==> src/sv/boi_pkg.sv <==
`timescale 1ns / 1ps
package boi_pkg;

   localparam int MUL_W = 64;
   localparam int PROD_W = 2 * MUL_W;
   localparam int DIV_N = 128;
   localparam int DIV_D = 64;
   localparam int CORD_W = 34;
   localparam int ATAN_LEN = 24;
   localparam int ATAN_IW = 5;
   localparam int CSR_IDX_W = 2;
   localparam int CSR_DATA_W = 16;

   localparam logic [29:0] ATAN_TAB [ATAN_LEN] = '{
      30'd536870912, 30'd316933406, 30'd167458907, 30'd85004756, 30'd42667331,
      30'd21354465, 30'd10679838, 30'd5340245, 30'd2670163, 30'd1335087,
      30'd667544, 30'd333772, 30'd166886, 30'd83443, 30'd41722, 30'd20861,
      30'd10430, 30'd5215, 30'd2608, 30'd1304, 30'd652, 30'd326, 30'd163, 30'd81
   };

   localparam logic signed [CORD_W-1:0] CORDIC_GAIN = 34'sd652032874;
   localparam logic signed [CORD_W-1:0] ANG_QUARTER = 34'sd1073741824;
   localparam logic signed [CORD_W-1:0] ANG_HALF = 34'sd2147483648;
   localparam logic [29:0] UNITS_PER_RAD = 30'd683565276;
   localparam logic [19:0] NM_PER_MM = 20'd1000000;

   localparam logic [CSR_IDX_W-1:0] CSR_WHEELBASE = 2'd0;
   localparam logic [CSR_IDX_W-1:0] CSR_SPEED_FLOOR = 2'd1;
   localparam logic [CSR_IDX_W-1:0] CSR_STEER_FLOOR = 2'd2;

   localparam logic [15:0] WHEELBASE_RESET = 16'd2500;
   localparam logic [9:0] SPEED_FLOOR_RESET = 10'd1;
   localparam logic [14:0] STEER_FLOOR_RESET = 15'd18;

   typedef struct packed {
      logic busy;
      logic done;
   } boi_unit_status_type;

endpackage

==> src/sv/boi_req_if.sv <==
`timescale 1ns / 1ps
interface boi_req_if;
   logic valid;
   logic ready;
   logic [31:0] timestamp_us;
   logic signed [15:0] speed_mm_s;
   logic signed [15:0] steer_angle;

   modport source (output valid, timestamp_us, speed_mm_s, steer_angle, input ready);
   modport sink (input valid, timestamp_us, speed_mm_s, steer_angle, output ready);
endinterface

==> src/sv/boi_rsp_if.sv <==
`timescale 1ns / 1ps
interface boi_rsp_if;
   logic valid;
   logic ready;
   logic signed [47:0] pose_x_nm;
   logic signed [47:0] pose_y_nm;
   logic [15:0] heading_angle;
   logic moved;
   logic turned;
   logic signed [47:0] odometer_nm;
   logic first_reading;

   modport source (output valid, pose_x_nm, pose_y_nm, heading_angle, moved, turned,
                   odometer_nm, first_reading, input ready);
   modport sink (input valid, pose_x_nm, pose_y_nm, heading_angle, moved, turned,
                 odometer_nm, first_reading, output ready);
endinterface

==> src/sv/boi_serial_mul.sv <==
`timescale 1ns / 1ps
module boi_serial_mul (
   input  logic clock,
   input  logic reset,
   input  logic start,
   input  logic [boi_pkg::MUL_W-1:0] a,
   input  logic [boi_pkg::MUL_W-1:0] b,
   output logic [boi_pkg::PROD_W-1:0] prod,
   output boi_pkg::boi_unit_status_type status
);
   import boi_pkg::*;

   localparam int CW = $clog2(MUL_W);

   logic [MUL_W-1:0] a_ff, a_in, hi_ff, hi_in, lo_ff, lo_in;
   logic [CW-1:0] cnt_ff, cnt_in;
   logic busy_ff, busy_in, done_ff, done_in;
   logic [MUL_W:0] sum;

   // One multiplier bit per cycle, the product shifting right into the low half.
   assign sum = {1'b0, hi_ff} + (lo_ff[0] ? {1'b0, a_ff} : {(MUL_W + 1){1'b0}});

   always_comb begin
      a_in = a_ff;
      hi_in = hi_ff;
      lo_in = lo_ff;
      cnt_in = cnt_ff;
      busy_in = busy_ff;
      done_in = 1'b0;
      if (start) begin
         a_in = a;
         hi_in = '0;
         lo_in = b;
         cnt_in = '0;
         busy_in = 1'b1;
      end else if (busy_ff) begin
         hi_in = sum[MUL_W:1];
         lo_in = {sum[0], lo_ff[MUL_W-1:1]};
         cnt_in = cnt_ff + 1'b1;
         if (cnt_ff == CW'(MUL_W - 1)) begin
            busy_in = 1'b0;
            done_in = 1'b1;
         end
      end
   end

   always_ff @(posedge clock) begin
      if (reset) begin
         cnt_ff <= '0;
         busy_ff <= 1'b0;
         done_ff <= 1'b0;
      end else begin
         cnt_ff <= cnt_in;
         busy_ff <= busy_in;
         done_ff <= done_in;
      end
   end

   always_ff @(posedge clock) begin
      a_ff <= a_in;
      hi_ff <= hi_in;
      lo_ff <= lo_in;
   end

   assign prod = {hi_ff, lo_ff};
   assign status.busy = busy_ff;
   assign status.done = done_ff;
endmodule

==> src/sv/boi_serial_div.sv <==
`timescale 1ns / 1ps
module boi_serial_div (
   input  logic clock,
   input  logic reset,
   input  logic start,
   input  logic [boi_pkg::DIV_N-1:0] num,
   input  logic [boi_pkg::DIV_D-1:0] den,
   output logic [boi_pkg::DIV_D-1:0] quot,
   output boi_pkg::boi_unit_status_type status
);
   import boi_pkg::*;

   localparam int CW = $clog2(DIV_N);

   logic [DIV_N-1:0] num_ff, num_in;
   logic [DIV_D-1:0] rem_ff, rem_in, den_ff, den_in, q_ff, q_in;
   logic [CW-1:0] cnt_ff, cnt_in;
   logic busy_ff, busy_in, done_ff, done_in;
   logic [DIV_D:0] trial, diff;
   logic ge;

   // Restoring division, one dividend bit per cycle from the top.
   assign trial = {rem_ff, num_ff[DIV_N-1]};
   assign ge = trial >= {1'b0, den_ff};
   assign diff = trial - {1'b0, den_ff};

   always_comb begin
      num_in = num_ff;
      rem_in = rem_ff;
      den_in = den_ff;
      q_in = q_ff;
      cnt_in = cnt_ff;
      busy_in = busy_ff;
      done_in = 1'b0;
      if (start) begin
         num_in = num;
         rem_in = '0;
         den_in = den;
         q_in = '0;
         cnt_in = '0;
         busy_in = 1'b1;
      end else if (busy_ff) begin
         num_in = {num_ff[DIV_N-2:0], 1'b0};
         rem_in = ge ? diff[DIV_D-1:0] : trial[DIV_D-1:0];
         q_in = {q_ff[DIV_D-2:0], ge};
         cnt_in = cnt_ff + 1'b1;
         if (cnt_ff == CW'(DIV_N - 1)) begin
            busy_in = 1'b0;
            done_in = 1'b1;
         end
      end
   end

   always_ff @(posedge clock) begin
      if (reset) begin
         cnt_ff <= '0;
         busy_ff <= 1'b0;
         done_ff <= 1'b0;
      end else begin
         cnt_ff <= cnt_in;
         busy_ff <= busy_in;
         done_ff <= done_in;
      end
   end

   always_ff @(posedge clock) begin
      num_ff <= num_in;
      rem_ff <= rem_in;
      den_ff <= den_in;
      q_ff <= q_in;
   end

   assign quot = q_ff;
   assign status.busy = busy_ff;
   assign status.done = done_ff;
endmodule

==> src/sv/boi_cordic.sv <==
`timescale 1ns / 1ps
module boi_cordic #(
   parameter int STEPS = 16
) (
   input  logic clock,
   input  logic reset,
   input  logic start,
   input  logic [15:0] angle,
   output logic signed [boi_pkg::CORD_W-1:0] cos_q30,
   output logic signed [boi_pkg::CORD_W-1:0] sin_q30,
   output boi_pkg::boi_unit_status_type status
);
   import boi_pkg::*;

   localparam int IW = $clog2(STEPS);

   logic signed [CORD_W-1:0] x_ff, x_in, y_ff, y_in, z_ff, z_in;
   logic signed [CORD_W-1:0] z0, xs, ys, at;
   logic flip_ff, flip_in;
   logic [IW-1:0] i_ff, i_in;
   logic busy_ff, busy_in, done_ff, done_in;

   assign z0 = CORD_W'(signed'({angle, 16'b0}));
   assign xs = x_ff >>> i_ff;
   assign ys = y_ff >>> i_ff;
   assign at = signed'({{(CORD_W - 30){1'b0}}, ATAN_TAB[ATAN_IW'(i_ff)]});

   always_comb begin
      x_in = x_ff;
      y_in = y_ff;
      z_in = z_ff;
      flip_in = flip_ff;
      i_in = i_ff;
      busy_in = busy_ff;
      done_in = 1'b0;
      if (start) begin
         x_in = CORDIC_GAIN;
         y_in = '0;
         busy_in = 1'b1;
         i_in = '0;
         if (z0 > ANG_QUARTER) begin
            z_in = z0 - ANG_HALF;
            flip_in = 1'b1;
         end else if (z0 < -ANG_QUARTER) begin
            z_in = z0 + ANG_HALF;
            flip_in = 1'b1;
         end else begin
            z_in = z0;
            flip_in = 1'b0;
         end
      end else if (busy_ff) begin
         if (!z_ff[CORD_W-1]) begin
            x_in = x_ff - ys;
            y_in = y_ff + xs;
            z_in = z_ff - at;
         end else begin
            x_in = x_ff + ys;
            y_in = y_ff - xs;
            z_in = z_ff + at;
         end
         i_in = i_ff + 1'b1;
         if (i_ff == IW'(STEPS - 1)) begin
            busy_in = 1'b0;
            done_in = 1'b1;
         end
      end
   end

   always_ff @(posedge clock) begin
      if (reset) begin
         i_ff <= '0;
         busy_ff <= 1'b0;
         done_ff <= 1'b0;
      end else begin
         i_ff <= i_in;
         busy_ff <= busy_in;
         done_ff <= done_in;
      end
   end

   always_ff @(posedge clock) begin
      x_ff <= x_in;
      y_ff <= y_in;
      z_ff <= z_in;
      flip_ff <= flip_in;
   end

   assign cos_q30 = flip_ff ? -x_ff : x_ff;
   assign sin_q30 = flip_ff ? -y_ff : y_ff;
   assign status.busy = busy_ff;
   assign status.done = done_ff;
endmodule

==> src/sv/bicycle_odometry_integrator.sv <==
`timescale 1ns / 1ps
// Each accepted beat runs in turn through the bit-serial multiplier, the CORDIC and the
// 128-step restoring divider. No new reading is taken until the last result has been loaded
// into the output register. The first reading after reset skips the arithmetic and goes
// straight to the output register. A result still waiting in the output register holds the
// next finished reading. Reset is synchronous and active high: it clears the pose, the
// odometer, the timing state and the output, and loads the register defaults.
module bicycle_odometry_integrator #(
   parameter int CORDIC_STEPS = 16,
   parameter int POS_BITS = 48
) (
   input  logic clock,
   input  logic reset,
   boi_req_if.sink req_ch,
   boi_rsp_if.source rsp_ch,
   input  logic csr_we,
   input  logic [boi_pkg::CSR_IDX_W-1:0] csr_index,
   input  logic [boi_pkg::CSR_DATA_W-1:0] csr_wdata
);
   import boi_pkg::*;

   localparam int SW = 66;
   localparam logic [3:0] ST_IDLE = 4'd0;
   localparam logic [3:0] ST_MUL_D = 4'd1;
   localparam logic [3:0] ST_COR_H = 4'd2;
   localparam logic [3:0] ST_MUL_X = 4'd3;
   localparam logic [3:0] ST_MUL_Y = 4'd4;
   localparam logic [3:0] ST_COR_S = 4'd5;
   localparam logic [3:0] ST_DIV_T = 4'd6;
   localparam logic [3:0] ST_MUL_K = 4'd7;
   localparam logic [3:0] ST_MUL_H = 4'd8;
   localparam logic [3:0] ST_DIV_H = 4'd9;
   localparam logic [3:0] ST_DONE = 4'd10;

   function automatic logic signed [POS_BITS-1:0] sat_pos(input logic signed [SW-1:0] v);
      logic signed [SW-1:0] pmax, pmin;
      pmax = signed'((SW'(1) << (POS_BITS - 1)) - SW'(1));
      pmin = -pmax - SW'(1);
      if (v > pmax) return POS_BITS'(pmax);
      if (v < pmin) return POS_BITS'(pmin);
      return POS_BITS'(v);
   endfunction

   logic [3:0] state_ff, state_in;
   logic go_ff, go_in;
   logic [15:0] wb_ff, wb_in;
   logic [9:0] speed_floor_ff, speed_floor_in;
   logic [14:0] steer_floor_ff, steer_floor_in;
   logic started_ff, started_in;
   logic [31:0] last_time_ff, last_time_in, dt_ff, dt_in;
   logic signed [POS_BITS-1:0] pos_x_ff, pos_x_in, pos_y_ff, pos_y_in, trav_ff, trav_in;
   logic [15:0] heading_ff, heading_in, v_ff, v_in, st_ff, st_in;
   logic [47:0] leg_mag_ff, leg_mag_in;
   logic leg_neg_ff, leg_neg_in;
   logic first_ff, first_in, moved_ff, moved_in, turned_ff, turned_in;
   logic rsp_valid_ff, rsp_valid_in;
   logic signed [47:0] rsp_x_ff, rsp_x_in, rsp_y_ff, rsp_y_in, rsp_odo_ff, rsp_odo_in;
   logic [15:0] rsp_head_ff, rsp_head_in;
   logic rsp_moved_ff, rsp_moved_in, rsp_turned_ff, rsp_turned_in;
   logic rsp_first_ff, rsp_first_in;

   logic req_acc, rsp_load;
   logic mul_start, div_start, cor_start;
   logic [MUL_W-1:0] mul_a, mul_b;
   logic [PROD_W-1:0] mul_prod;
   logic [DIV_N-1:0] div_num;
   logic [DIV_D-1:0] div_den, div_q;
   logic [15:0] cor_angle;
   logic signed [CORD_W-1:0] cor_c, cor_s, trig;
   boi_unit_status_type mul_st, div_st, cor_st;

   logic [15:0] v_mag, st_mag, wb_eff, delta_h, hstep;
   logic [CORD_W-1:0] trig_mag, sm, cm;
   logic [79:0] rnd;
   logic signed [SW-1:0] r_s, dpos, pos_old, leg_s;
   logic signed [POS_BITS-1:0] pos_new;
   logic sat_t, hneg;
   logic [31:0] tmag;
   logic [35:0] d_prod;
   logic [47:0] hq;

   boi_serial_mul u_mul (
      .clock(clock), .reset(reset), .start(mul_start), .a(mul_a), .b(mul_b),
      .prod(mul_prod), .status(mul_st)
   );

   boi_serial_div u_div (
      .clock(clock), .reset(reset), .start(div_start), .num(div_num), .den(div_den),
      .quot(div_q), .status(div_st)
   );

   boi_cordic #(.STEPS(CORDIC_STEPS)) u_cordic (
      .clock(clock), .reset(reset), .start(cor_start), .angle(cor_angle),
      .cos_q30(cor_c), .sin_q30(cor_s), .status(cor_st)
   );

   assign req_ch.ready = (state_ff == ST_IDLE);
   assign req_acc = req_ch.valid && req_ch.ready;
   assign rsp_load = (state_ff == ST_DONE) && (!rsp_valid_ff || rsp_ch.ready);

   assign v_mag = v_ff[15] ? (~v_ff + 1'b1) : v_ff;
   assign st_mag = st_ff[15] ? (~st_ff + 1'b1) : st_ff;
   assign wb_eff = (wb_ff == '0) ? 16'd1 : wb_ff;
   assign d_prod = wb_eff * NM_PER_MM;

   // Position step: the travelled length times cos or sin, rounded from Q30 with halves
   // away from zero.
   assign trig = (state_ff == ST_MUL_X) ? cor_c : cor_s;
   assign trig_mag = trig[CORD_W-1] ? unsigned'(-trig) : unsigned'(trig);
   assign rnd = mul_prod[79:0] + (80'd1 << 29);
   assign r_s = signed'(SW'(rnd[79:30]));
   assign dpos = (leg_neg_ff ^ trig[CORD_W-1]) ? -r_s : r_s;
   assign pos_old = (state_ff == ST_MUL_X) ? SW'(pos_x_ff) : SW'(pos_y_ff);
   assign pos_new = sat_pos(pos_old + dpos);
   assign leg_s = leg_neg_ff ? -signed'(SW'(leg_mag_ff)) : signed'(SW'(leg_mag_ff));

   // Steering tangent in Q16, clamped near ninety degrees.
   assign sm = cor_s[CORD_W-1] ? unsigned'(-cor_s) : unsigned'(cor_s);
   assign cm = cor_c[CORD_W-1] ? unsigned'(-cor_c) : unsigned'(cor_c);
   assign sat_t = {15'b0, sm} >= {cm, 15'b0};
   assign tmag = sat_t ? 32'h8000_0000 : div_q[31:0];
   assign hneg = (cor_s[CORD_W-1] ^ cor_c[CORD_W-1]) ^ leg_neg_ff;
   assign hq = div_q[47:0] + 48'h0000_8000_0000;
   assign delta_h = hq[47:32];
   assign hstep = hneg ? (~delta_h + 1'b1) : delta_h;

   assign mul_start = go_ff && (state_ff inside {ST_MUL_D, ST_MUL_X, ST_MUL_Y, ST_MUL_K,
                                                  ST_MUL_H});
   assign div_start = go_ff && (state_ff inside {ST_DIV_T, ST_DIV_H});
   assign cor_start = go_ff && (state_ff inside {ST_COR_H, ST_COR_S});
   assign cor_angle = (state_ff == ST_COR_H) ? heading_ff : st_ff;

   always_comb begin
      mul_a = '0;
      mul_b = '0;
      div_num = '0;
      div_den = '0;
      case (state_ff)
         ST_MUL_D: begin
            mul_a = MUL_W'(v_mag);
            mul_b = MUL_W'(dt_ff);
         end
         ST_MUL_X, ST_MUL_Y: begin
            mul_a = MUL_W'(leg_mag_ff);
            mul_b = MUL_W'(trig_mag);
         end
         ST_MUL_K: begin
            mul_a = MUL_W'(tmag);
            mul_b = MUL_W'(UNITS_PER_RAD);
         end
         ST_MUL_H: begin
            mul_a = MUL_W'(leg_mag_ff);
            mul_b = mul_prod[MUL_W-1:0];
         end
         ST_DIV_T: begin
            div_num = DIV_N'({sm, 16'b0});
            div_den = DIV_D'(cm);
         end
         ST_DIV_H: begin
            div_num = mul_prod;
            div_den = DIV_D'(d_prod);
         end
         default: begin
         end
      endcase
   end

   always_comb begin
      state_in = state_ff;
      go_in = 1'b0;
      wb_in = wb_ff;
      speed_floor_in = speed_floor_ff;
      steer_floor_in = steer_floor_ff;
      started_in = started_ff;
      last_time_in = last_time_ff;
      dt_in = dt_ff;
      pos_x_in = pos_x_ff;
      pos_y_in = pos_y_ff;
      trav_in = trav_ff;
      heading_in = heading_ff;
      v_in = v_ff;
      st_in = st_ff;
      leg_mag_in = leg_mag_ff;
      leg_neg_in = leg_neg_ff;
      first_in = first_ff;
      moved_in = moved_ff;
      turned_in = turned_ff;

      if (csr_we) begin
         case (csr_index)
            CSR_WHEELBASE: wb_in = csr_wdata;
            CSR_SPEED_FLOOR: speed_floor_in = csr_wdata[9:0];
            CSR_STEER_FLOOR: steer_floor_in = csr_wdata[14:0];
            default: begin
            end
         endcase
      end

      case (state_ff)
         ST_IDLE: begin
            if (req_acc) begin
               v_in = req_ch.speed_mm_s;
               st_in = req_ch.steer_angle;
               last_time_in = req_ch.timestamp_us;
               dt_in = req_ch.timestamp_us - last_time_ff;
               moved_in = 1'b0;
               turned_in = 1'b0;
               if (!started_ff) begin
                  started_in = 1'b1;
                  pos_x_in = '0;
                  pos_y_in = '0;
                  heading_in = '0;
                  first_in = 1'b1;
                  state_in = ST_DONE;
               end else begin
                  first_in = 1'b0;
                  state_in = ST_MUL_D;
                  go_in = 1'b1;
               end
            end
         end
         ST_MUL_D: begin
            if (mul_st.done) begin
               leg_mag_in = mul_prod[47:0];
               leg_neg_in = v_ff[15] && (dt_ff != '0);
               state_in = ST_COR_H;
               go_in = 1'b1;
            end
         end
         ST_COR_H: begin
            if (cor_st.done) begin
               state_in = ST_MUL_X;
               go_in = 1'b1;
            end
         end
         ST_MUL_X: begin
            if (mul_st.done) begin
               pos_x_in = pos_new;
               state_in = ST_MUL_Y;
               go_in = 1'b1;
            end
         end
         ST_MUL_Y: begin
            if (mul_st.done) begin
               pos_y_in = pos_new;
               state_in = ST_COR_S;
               go_in = 1'b1;
            end
         end
         ST_COR_S: begin
            if (cor_st.done) begin
               state_in = ST_DIV_T;
               go_in = 1'b1;
            end
         end
         ST_DIV_T: begin
            if (div_st.done) begin
               state_in = ST_MUL_K;
               go_in = 1'b1;
            end
         end
         ST_MUL_K: begin
            if (mul_st.done) begin
               state_in = ST_MUL_H;
               go_in = 1'b1;
            end
         end
         ST_MUL_H: begin
            if (mul_st.done) begin
               state_in = ST_DIV_H;
               go_in = 1'b1;
            end
         end
         ST_DIV_H: begin
            if (div_st.done) begin
               heading_in = heading_ff + hstep;
               if (v_mag > {6'b0, speed_floor_ff}) begin
                  moved_in = 1'b1;
                  turned_in = st_mag > {1'b0, steer_floor_ff};
                  trav_in = sat_pos(SW'(trav_ff) + leg_s);
               end
               state_in = ST_DONE;
            end
         end
         ST_DONE: begin
            if (rsp_load) begin
               state_in = ST_IDLE;
            end
         end
         default: state_in = ST_IDLE;
      endcase
   end

   always_comb begin
      rsp_valid_in = rsp_valid_ff && !rsp_ch.ready;
      rsp_x_in = rsp_x_ff;
      rsp_y_in = rsp_y_ff;
      rsp_odo_in = rsp_odo_ff;
      rsp_head_in = rsp_head_ff;
      rsp_moved_in = rsp_moved_ff;
      rsp_turned_in = rsp_turned_ff;
      rsp_first_in = rsp_first_ff;
      if (rsp_load) begin
         rsp_valid_in = 1'b1;
         rsp_x_in = 48'(pos_x_ff);
         rsp_y_in = 48'(pos_y_ff);
         rsp_odo_in = 48'(trav_ff);
         rsp_head_in = heading_ff;
         rsp_moved_in = moved_ff;
         rsp_turned_in = turned_ff;
         rsp_first_in = first_ff;
      end
   end

   always_ff @(posedge clock) begin
      if (reset) begin
         state_ff <= ST_IDLE;
         go_ff <= 1'b0;
         wb_ff <= WHEELBASE_RESET;
         speed_floor_ff <= SPEED_FLOOR_RESET;
         steer_floor_ff <= STEER_FLOOR_RESET;
         started_ff <= 1'b0;
         last_time_ff <= '0;
         pos_x_ff <= '0;
         pos_y_ff <= '0;
         trav_ff <= '0;
         heading_ff <= '0;
         rsp_valid_ff <= 1'b0;
      end else begin
         state_ff <= state_in;
         go_ff <= go_in;
         wb_ff <= wb_in;
         speed_floor_ff <= speed_floor_in;
         steer_floor_ff <= steer_floor_in;
         started_ff <= started_in;
         last_time_ff <= last_time_in;
         pos_x_ff <= pos_x_in;
         pos_y_ff <= pos_y_in;
         trav_ff <= trav_in;
         heading_ff <= heading_in;
         rsp_valid_ff <= rsp_valid_in;
      end
   end

   always_ff @(posedge clock) begin
      dt_ff <= dt_in;
      v_ff <= v_in;
      st_ff <= st_in;
      leg_mag_ff <= leg_mag_in;
      leg_neg_ff <= leg_neg_in;
      first_ff <= first_in;
      moved_ff <= moved_in;
      turned_ff <= turned_in;
      rsp_x_ff <= rsp_x_in;
      rsp_y_ff <= rsp_y_in;
      rsp_odo_ff <= rsp_odo_in;
      rsp_head_ff <= rsp_head_in;
      rsp_moved_ff <= rsp_moved_in;
      rsp_turned_ff <= rsp_turned_in;
      rsp_first_ff <= rsp_first_in;
   end

   assign rsp_ch.valid = rsp_valid_ff;
   assign rsp_ch.pose_x_nm = rsp_x_ff;
   assign rsp_ch.pose_y_nm = rsp_y_ff;
   assign rsp_ch.heading_angle = rsp_head_ff;
   assign rsp_ch.moved = rsp_moved_ff;
   assign rsp_ch.turned = rsp_turned_ff;
   assign rsp_ch.odometer_nm = rsp_odo_ff;
   assign rsp_ch.first_reading = rsp_first_ff;

   a_one_unit_busy: assert property (@(posedge clock) disable iff (reset)
      $countones({mul_st.busy, div_st.busy, cor_st.busy}) <= 1)
      else $error("more than one arithmetic unit busy");

   a_mul_done_in_mul_state: assert property (@(posedge clock) disable iff (reset)
      mul_st.done |-> (state_ff == ST_MUL_D || state_ff == ST_MUL_X ||
                       state_ff == ST_MUL_Y || state_ff == ST_MUL_K || state_ff == ST_MUL_H))
      else $error("multiplier finished outside a multiply step");

   a_first_clears_pose: assert property (@(posedge clock) disable iff (reset)
      (state_ff == ST_DONE && first_ff) |->
         (pos_x_ff == '0 && pos_y_ff == '0 && heading_ff == '0))
      else $error("first reading did not clear the pose");

   a_rsp_first_flags: assert property (@(posedge clock) disable iff (reset)
      (rsp_ch.valid && rsp_ch.first_reading) |-> (!rsp_ch.moved && !rsp_ch.turned))
      else $error("first reading beat reports motion");
endmodule

==> src/flat_wrapper.sv <==
// flat-port wrapper written by rule: the top's interface ports become plain ports
module bicycle_odometry_integrator_flat import boi_pkg::*;
#(
   parameter int CORDIC_STEPS = 16,
   parameter int POS_BITS = 48
)
  (clock, reset, csr_we, csr_index, csr_wdata, req_ch_valid, req_ch_timestamp_us, req_ch_speed_mm_s, req_ch_steer_angle, req_ch_ready, rsp_ch_valid, rsp_ch_pose_x_nm, rsp_ch_pose_y_nm, rsp_ch_heading_angle, rsp_ch_moved, rsp_ch_turned, rsp_ch_odometer_nm, rsp_ch_first_reading, rsp_ch_ready);
  boi_req_if req_ch_i ();
  boi_rsp_if rsp_ch_i ();
  input  logic clock;
  input  logic reset;
  input  logic csr_we;
  input  logic [boi_pkg::CSR_IDX_W-1:0] csr_index;
  input  logic [boi_pkg::CSR_DATA_W-1:0] csr_wdata;
  input wire logic [$bits(req_ch_i.valid)-1:0] req_ch_valid;
  input wire logic [$bits(req_ch_i.timestamp_us)-1:0] req_ch_timestamp_us;
  input wire logic [$bits(req_ch_i.speed_mm_s)-1:0] req_ch_speed_mm_s;
  input wire logic [$bits(req_ch_i.steer_angle)-1:0] req_ch_steer_angle;
  output wire logic [$bits(req_ch_i.ready)-1:0] req_ch_ready;
  output wire logic [$bits(rsp_ch_i.valid)-1:0] rsp_ch_valid;
  output wire logic [$bits(rsp_ch_i.pose_x_nm)-1:0] rsp_ch_pose_x_nm;
  output wire logic [$bits(rsp_ch_i.pose_y_nm)-1:0] rsp_ch_pose_y_nm;
  output wire logic [$bits(rsp_ch_i.heading_angle)-1:0] rsp_ch_heading_angle;
  output wire logic [$bits(rsp_ch_i.moved)-1:0] rsp_ch_moved;
  output wire logic [$bits(rsp_ch_i.turned)-1:0] rsp_ch_turned;
  output wire logic [$bits(rsp_ch_i.odometer_nm)-1:0] rsp_ch_odometer_nm;
  output wire logic [$bits(rsp_ch_i.first_reading)-1:0] rsp_ch_first_reading;
  input wire logic [$bits(rsp_ch_i.ready)-1:0] rsp_ch_ready;
  assign req_ch_i.valid = req_ch_valid;
  assign req_ch_i.timestamp_us = req_ch_timestamp_us;
  assign req_ch_i.speed_mm_s = req_ch_speed_mm_s;
  assign req_ch_i.steer_angle = req_ch_steer_angle;
  assign req_ch_ready = req_ch_i.ready;
  assign rsp_ch_valid = rsp_ch_i.valid;
  assign rsp_ch_pose_x_nm = rsp_ch_i.pose_x_nm;
  assign rsp_ch_pose_y_nm = rsp_ch_i.pose_y_nm;
  assign rsp_ch_heading_angle = rsp_ch_i.heading_angle;
  assign rsp_ch_moved = rsp_ch_i.moved;
  assign rsp_ch_turned = rsp_ch_i.turned;
  assign rsp_ch_odometer_nm = rsp_ch_i.odometer_nm;
  assign rsp_ch_first_reading = rsp_ch_i.first_reading;
  assign rsp_ch_i.ready = rsp_ch_ready;
  bicycle_odometry_integrator #(.CORDIC_STEPS(CORDIC_STEPS), .POS_BITS(POS_BITS)) u_core (.clock(clock), .reset(reset), .req_ch(req_ch_i), .rsp_ch(rsp_ch_i), .csr_we(csr_we), .csr_index(csr_index), .csr_wdata(csr_wdata));
endmodule
==> config.mk <==
export PLATFORM = sky130hd
export DESIGN_NAME = bicycle_odometry_integrator_flat
export DESIGN_NICKNAME = d
export VERILOG_FILES = /design/src/sv/boi_pkg.sv /design/src/sv/boi_req_if.sv /design/src/sv/boi_rsp_if.sv /design/src/sv/boi_serial_mul.sv /design/src/sv/boi_serial_div.sv /design/src/sv/boi_cordic.sv /design/src/sv/bicycle_odometry_integrator.sv /design/src/flat_wrapper.sv
export SDC_FILE = /design/constraint.sdc
export NUM_CORES = 2
export LEC_CHECK = 0
export BUFFER_PORTS_ARGS = -buffer_cell sky130_fd_sc_hd__buf_2
export CORE_MARGIN = 8
export CORE_UTILIZATION = 30
export CTS_BUF_LIST = sky130_fd_sc_hd__clkbuf_8
export CTS_CLUSTER_DIAMETER = 100
export CTS_CLUSTER_SIZE = 40
export DETAILED_ROUTE_END_ITERATION = 7
export MAX_ROUTING_LAYER = met4
export PLACE_DENSITY_LB_ADDON = 0.05
export SYNTH_ARGS = -nofsm -noshare
export SYNTH_HDL_FRONTEND = slang
export SYNTH_SLANG_ARGS = --single-unit
==> constraint.sdc <==
create_clock -name clock -period 11 [get_ports clock]
set_input_delay 1.65 -clock clock [delete_from_list [all_inputs] [get_ports clock]]
set_output_delay 1.65 -clock clock [all_outputs]
set_load 0.005 [all_outputs]
==> flow_metrics.env <==
export IMPL_clock_skew_ns=0.1048
export IMPL_power_frac_clock_pct=16.1
export IMPL_synth_top_area_share_pct=22.12
export IMPL_start_kind="flip-flop"
export IMPL_hold_depth=0
export IMPL_ff2ff_setup_slack_ns=1.24
export IMPL_dominantRegCellSynth="edfxtp_1"
export IMPL_yosysSeqAreaShare_pct=34.80
export IMPL_clock_sinks=1097
export IMPL_hold_viol_final=0
export IMPL_synth_nets=9590
export IMPL_cts_max_level=3
export IMPL_clock_path_buffers=3
export IMPL_max_clock_freq_mhz=102.5
export IMPL_synth_area_leaders="edfxtp_1, dfxtp_1, ha_1"
export IMPL_fin_cells=12420
export IMPL_pwr_share_seq_pct=32.2
export IMPL_grt_first_pass_wirelength_um=435300
export IMPL_start_util_pct=30.18
export IMPL_crit_fanout=47
export IMPL_die_h_um=532.7
export IMPL_drtIter0Drc=4934
export IMPL_firstDrtPassIters=6
export IMPL_async_reset_ff_share_pct=0
export IMPL_r2r_cells=28
export IMPL_critical_path_max_stage_delay_ns=0.80
export IMPL_worst_slew_pin_transition_ns=1.329
export IMPL_vias=66360
export IMPL_syn_cell_area_mm2=0.08009
export IMPL_routed_wl_um=292700
export IMPL_met2_length_um=137200
export IMPL_num_rows=189
export IMPL_grt_pass1_vias=64390
export IMPL_yosysUniqueCellTypes=108
export IMPL_setup_viol=0
export IMPL_fill_cells=27740
export IMPL_p_comb_share_pct=51.7
export IMPL_final_util_pct=32.83
export IMPL_final_area_mm2=0.08711
export IMPL_io_pins=252
export IMPL_met3_length_um=9458
export IMPL_place_area_mm2=0.08477
export IMPL_wire_per_inst_um=23.57
export IMPL_die_w_um=532.7
export IMPL_drc=0
export IMPL_switching_share_pct=47.36
export IMPL_rsz0062_at_grt="no"
export IMPL_power_leakage_nw=33.62
export IMPL_via_per_inst=5.344
export IMPL_clock_latency_ns=0.95
export IMPL_endpoint_kind="flip-flop"
export IMPL_routed_top_layer="met4"
export IMPL_clk_pin_slew_ns=0.21
export IMPL_hold_class="flip-flop to flip-flop"
export IMPL_dpl_hpwl_um=226800
export IMPL_crit_type="flip-flop to flip-flop"
export IMPL_portBuffers=251
export IMPL_antenna_found_initial=9
export IMPL_wirelength_met1_um=137800
export IMPL_p_int_mw=9.426
export IMPL_antenna_left=0
export IMPL_cts_setup_buffers=0
export IMPL_worstPathRequired_ns=11.80
export IMPL_ys_ff_latch=1097
export IMPL_synth_edff_count=590
export IMPL_yosys_warnings=0
export IMPL_drive_gt1_share_pct=8.734
export IMPL_hold_buffers=0
export IMPL_dp_cells=12260
export IMPL_synthCells=8909
export IMPL_cts_buffers=78
export IMPL_final_nets=9488
export IMPL_yosysTopAreaCell="edfxtp_1"
export IMPL_grt_max_degree=119
export IMPL_cts_tree="built"
export IMPL_relSlewSlack_pct=11.20
export IMPL_crit_arrival_ns=10.56
export IMPL_critPathSlowestCell="o311ai_0"
export IMPL_grtUsageTotal_pct=20.29
export IMPL_setup_tns_ns=0
export IMPL_fin_crit_sh_pct=88.73
export IMPL_synth_common_cells="nand2_1, nor2_1, a21oi_1, edfxtp_1, xnor2_1"
export IMPL_cp_common_cell="nand2_1"
export IMPL_cts_resized=0
export IMPL_maxCapViolCount=0
export IMPL_area_growth_pct=8.766
export IMPL_avgSynthCellArea_um2=8.989
export IMPL_power_density_mw_per_mm2=205.6
export IMPL_place_congestion=0.8847
export IMPL_coreArea_mm2=0.2653
export IMPL_ir_drop_v=0.0001127
export IMPL_die_area_mm2=0.2837
export IMPL_synth_most_common_cell="nand2_1"
export IMPL_power_switching_mw=8.482
export IMPL_fin_crit_ns=9.761
export IMPL_slew_viol_final=0
export IMPL_ctsRootBufferMaster="clkbuf_8"
export IMPL_grt_overflow=0
export IMPL_status="complete, no violations"
## layer usage
metal | track usage, % | vias to the layer above
li1 | - | 32330
met1 | 26.98 | 32470
met2 | 33.38 | 1296
met3 | 1.853 | 264
met4 | 5.055 | 0
met5 | - | -
## flip-flops by register name, indices dropped and copies added (netlist names), 32 cells and up
register / cells
u_core.u_div.num_ff: 128
u_core.u_div.rem_ff: 64
u_core.u_mul.hi_ff: 64
u_core.u_mul.lo_ff: 64
u_core.leg_mag_ff: 48
u_core.pos_x_ff: 48
u_core.pos_y_ff: 48
u_core.rsp_ch.odometer_nm: 48
u_core.rsp_ch.pose_x_nm: 48
u_core.rsp_ch.pose_y_nm: 48
u_core.trav_ff: 48
u_core.u_div.quot: 48
u_core.u_mul.a_ff: 48
u_core.u_div.den_ff: 36
u_core.u_cordic.x_ff: 34
u_core.u_cordic.y_ff: 34
u_core.u_cordic.z_ff: 34
u_core.dt_ff: 32
u_core.last_time_ff: 32
## power groups by stage
stage	sequential [mW]	clock, mW	combinational (mW)
global placement	5.84	0	9.22
floorplan	5.31	0	6.70
finish	5.76	2.88	9.26
CTS	5.76	3.03	9.26
global route	5.85	3.15	10.2
detailed placement	5.85	0	9.20
## layout make-up
class	instances	area (um2)	area share [%]
clock buffers	82	1129	1.296
clock inverters	64	1177	1.352
diodes	12	30.03	0.03447
repair buffers	364	2136	2.452
inverters	344	1299	1.491
multi-input cells	6922	49030	56.28
flip-flops and latches	1097	27890	32.02
well taps	3533	4420	5.075
## cells by family after synthesis
family                   share of synthesized area (%)
AND/OR/NAND/NOR                                  16.49
AO/OA/AOI/OAI                                    19.92
flip-flops                                       34.80
buffers and inverters                            4.287
XOR/XNOR                                         9.071
adder cells (fa/ha/maj)                          9.861
multiplexers                                     5.570
## path summary, 6_finish.rpt
path	startpoint	end
worst max-delay path	u_core.u_cordic.x_ff[2]$_SDFFE_PP0P_	u_core.pos_x_ff[24]$_SDFFE_PP0P_
worst min-delay path	u_core.pos_y_ff[24]$_SDFFE_PP0P_	u_core.rsp_ch.pose_y_nm[24]$_DFFE_PP_
worst max register to register	u_core.u_cordic.x_ff[2]$_SDFFE_PP0P_	u_core.pos_x_ff[24]$_SDFFE_PP0P_
worst min register to register	u_core.pos_y_ff[24]$_SDFFE_PP0P_	u_core.rsp_ch.pose_y_nm[24]$_DFFE_PP_
## placed cells by master (no fill, tap or decap), types with 250 or more instances in the layout
master,n
xnor2_1,542
a21oi_1,639
edfxtp_1,590
inv_1,339
buf_2,250
ha_1,532
nor2_1,727
o21ai_0,477
nand2_1,876
dfxtp_1,499
xor2_1,279
## worst max-delay path, delay by kind of cell (launching register included)
kind | cells | cell delay [ns]
fa+ha+maj | 1 | 0.32
flops | 1 | 0.50
xor+xnor | 3 | 0.58
compound gates | 10 | 3.54
simple gates | 11 | 3.60
buf+inv | 3 | 1.11
## through the flow
step                      hold slack [ns]  setup slack [ns]  power [mW]
after floorplan                    0.4003             3.033       12.02
after global placement             0.4280             1.395       15.06
after detailed placement           0.4180             1.274       15.06
after CTS                          0.3936             1.246       18.05
after global routing               0.3909            0.5637       19.18
final                              0.4105             1.239       17.91
(Power assumes the default switching activity.)
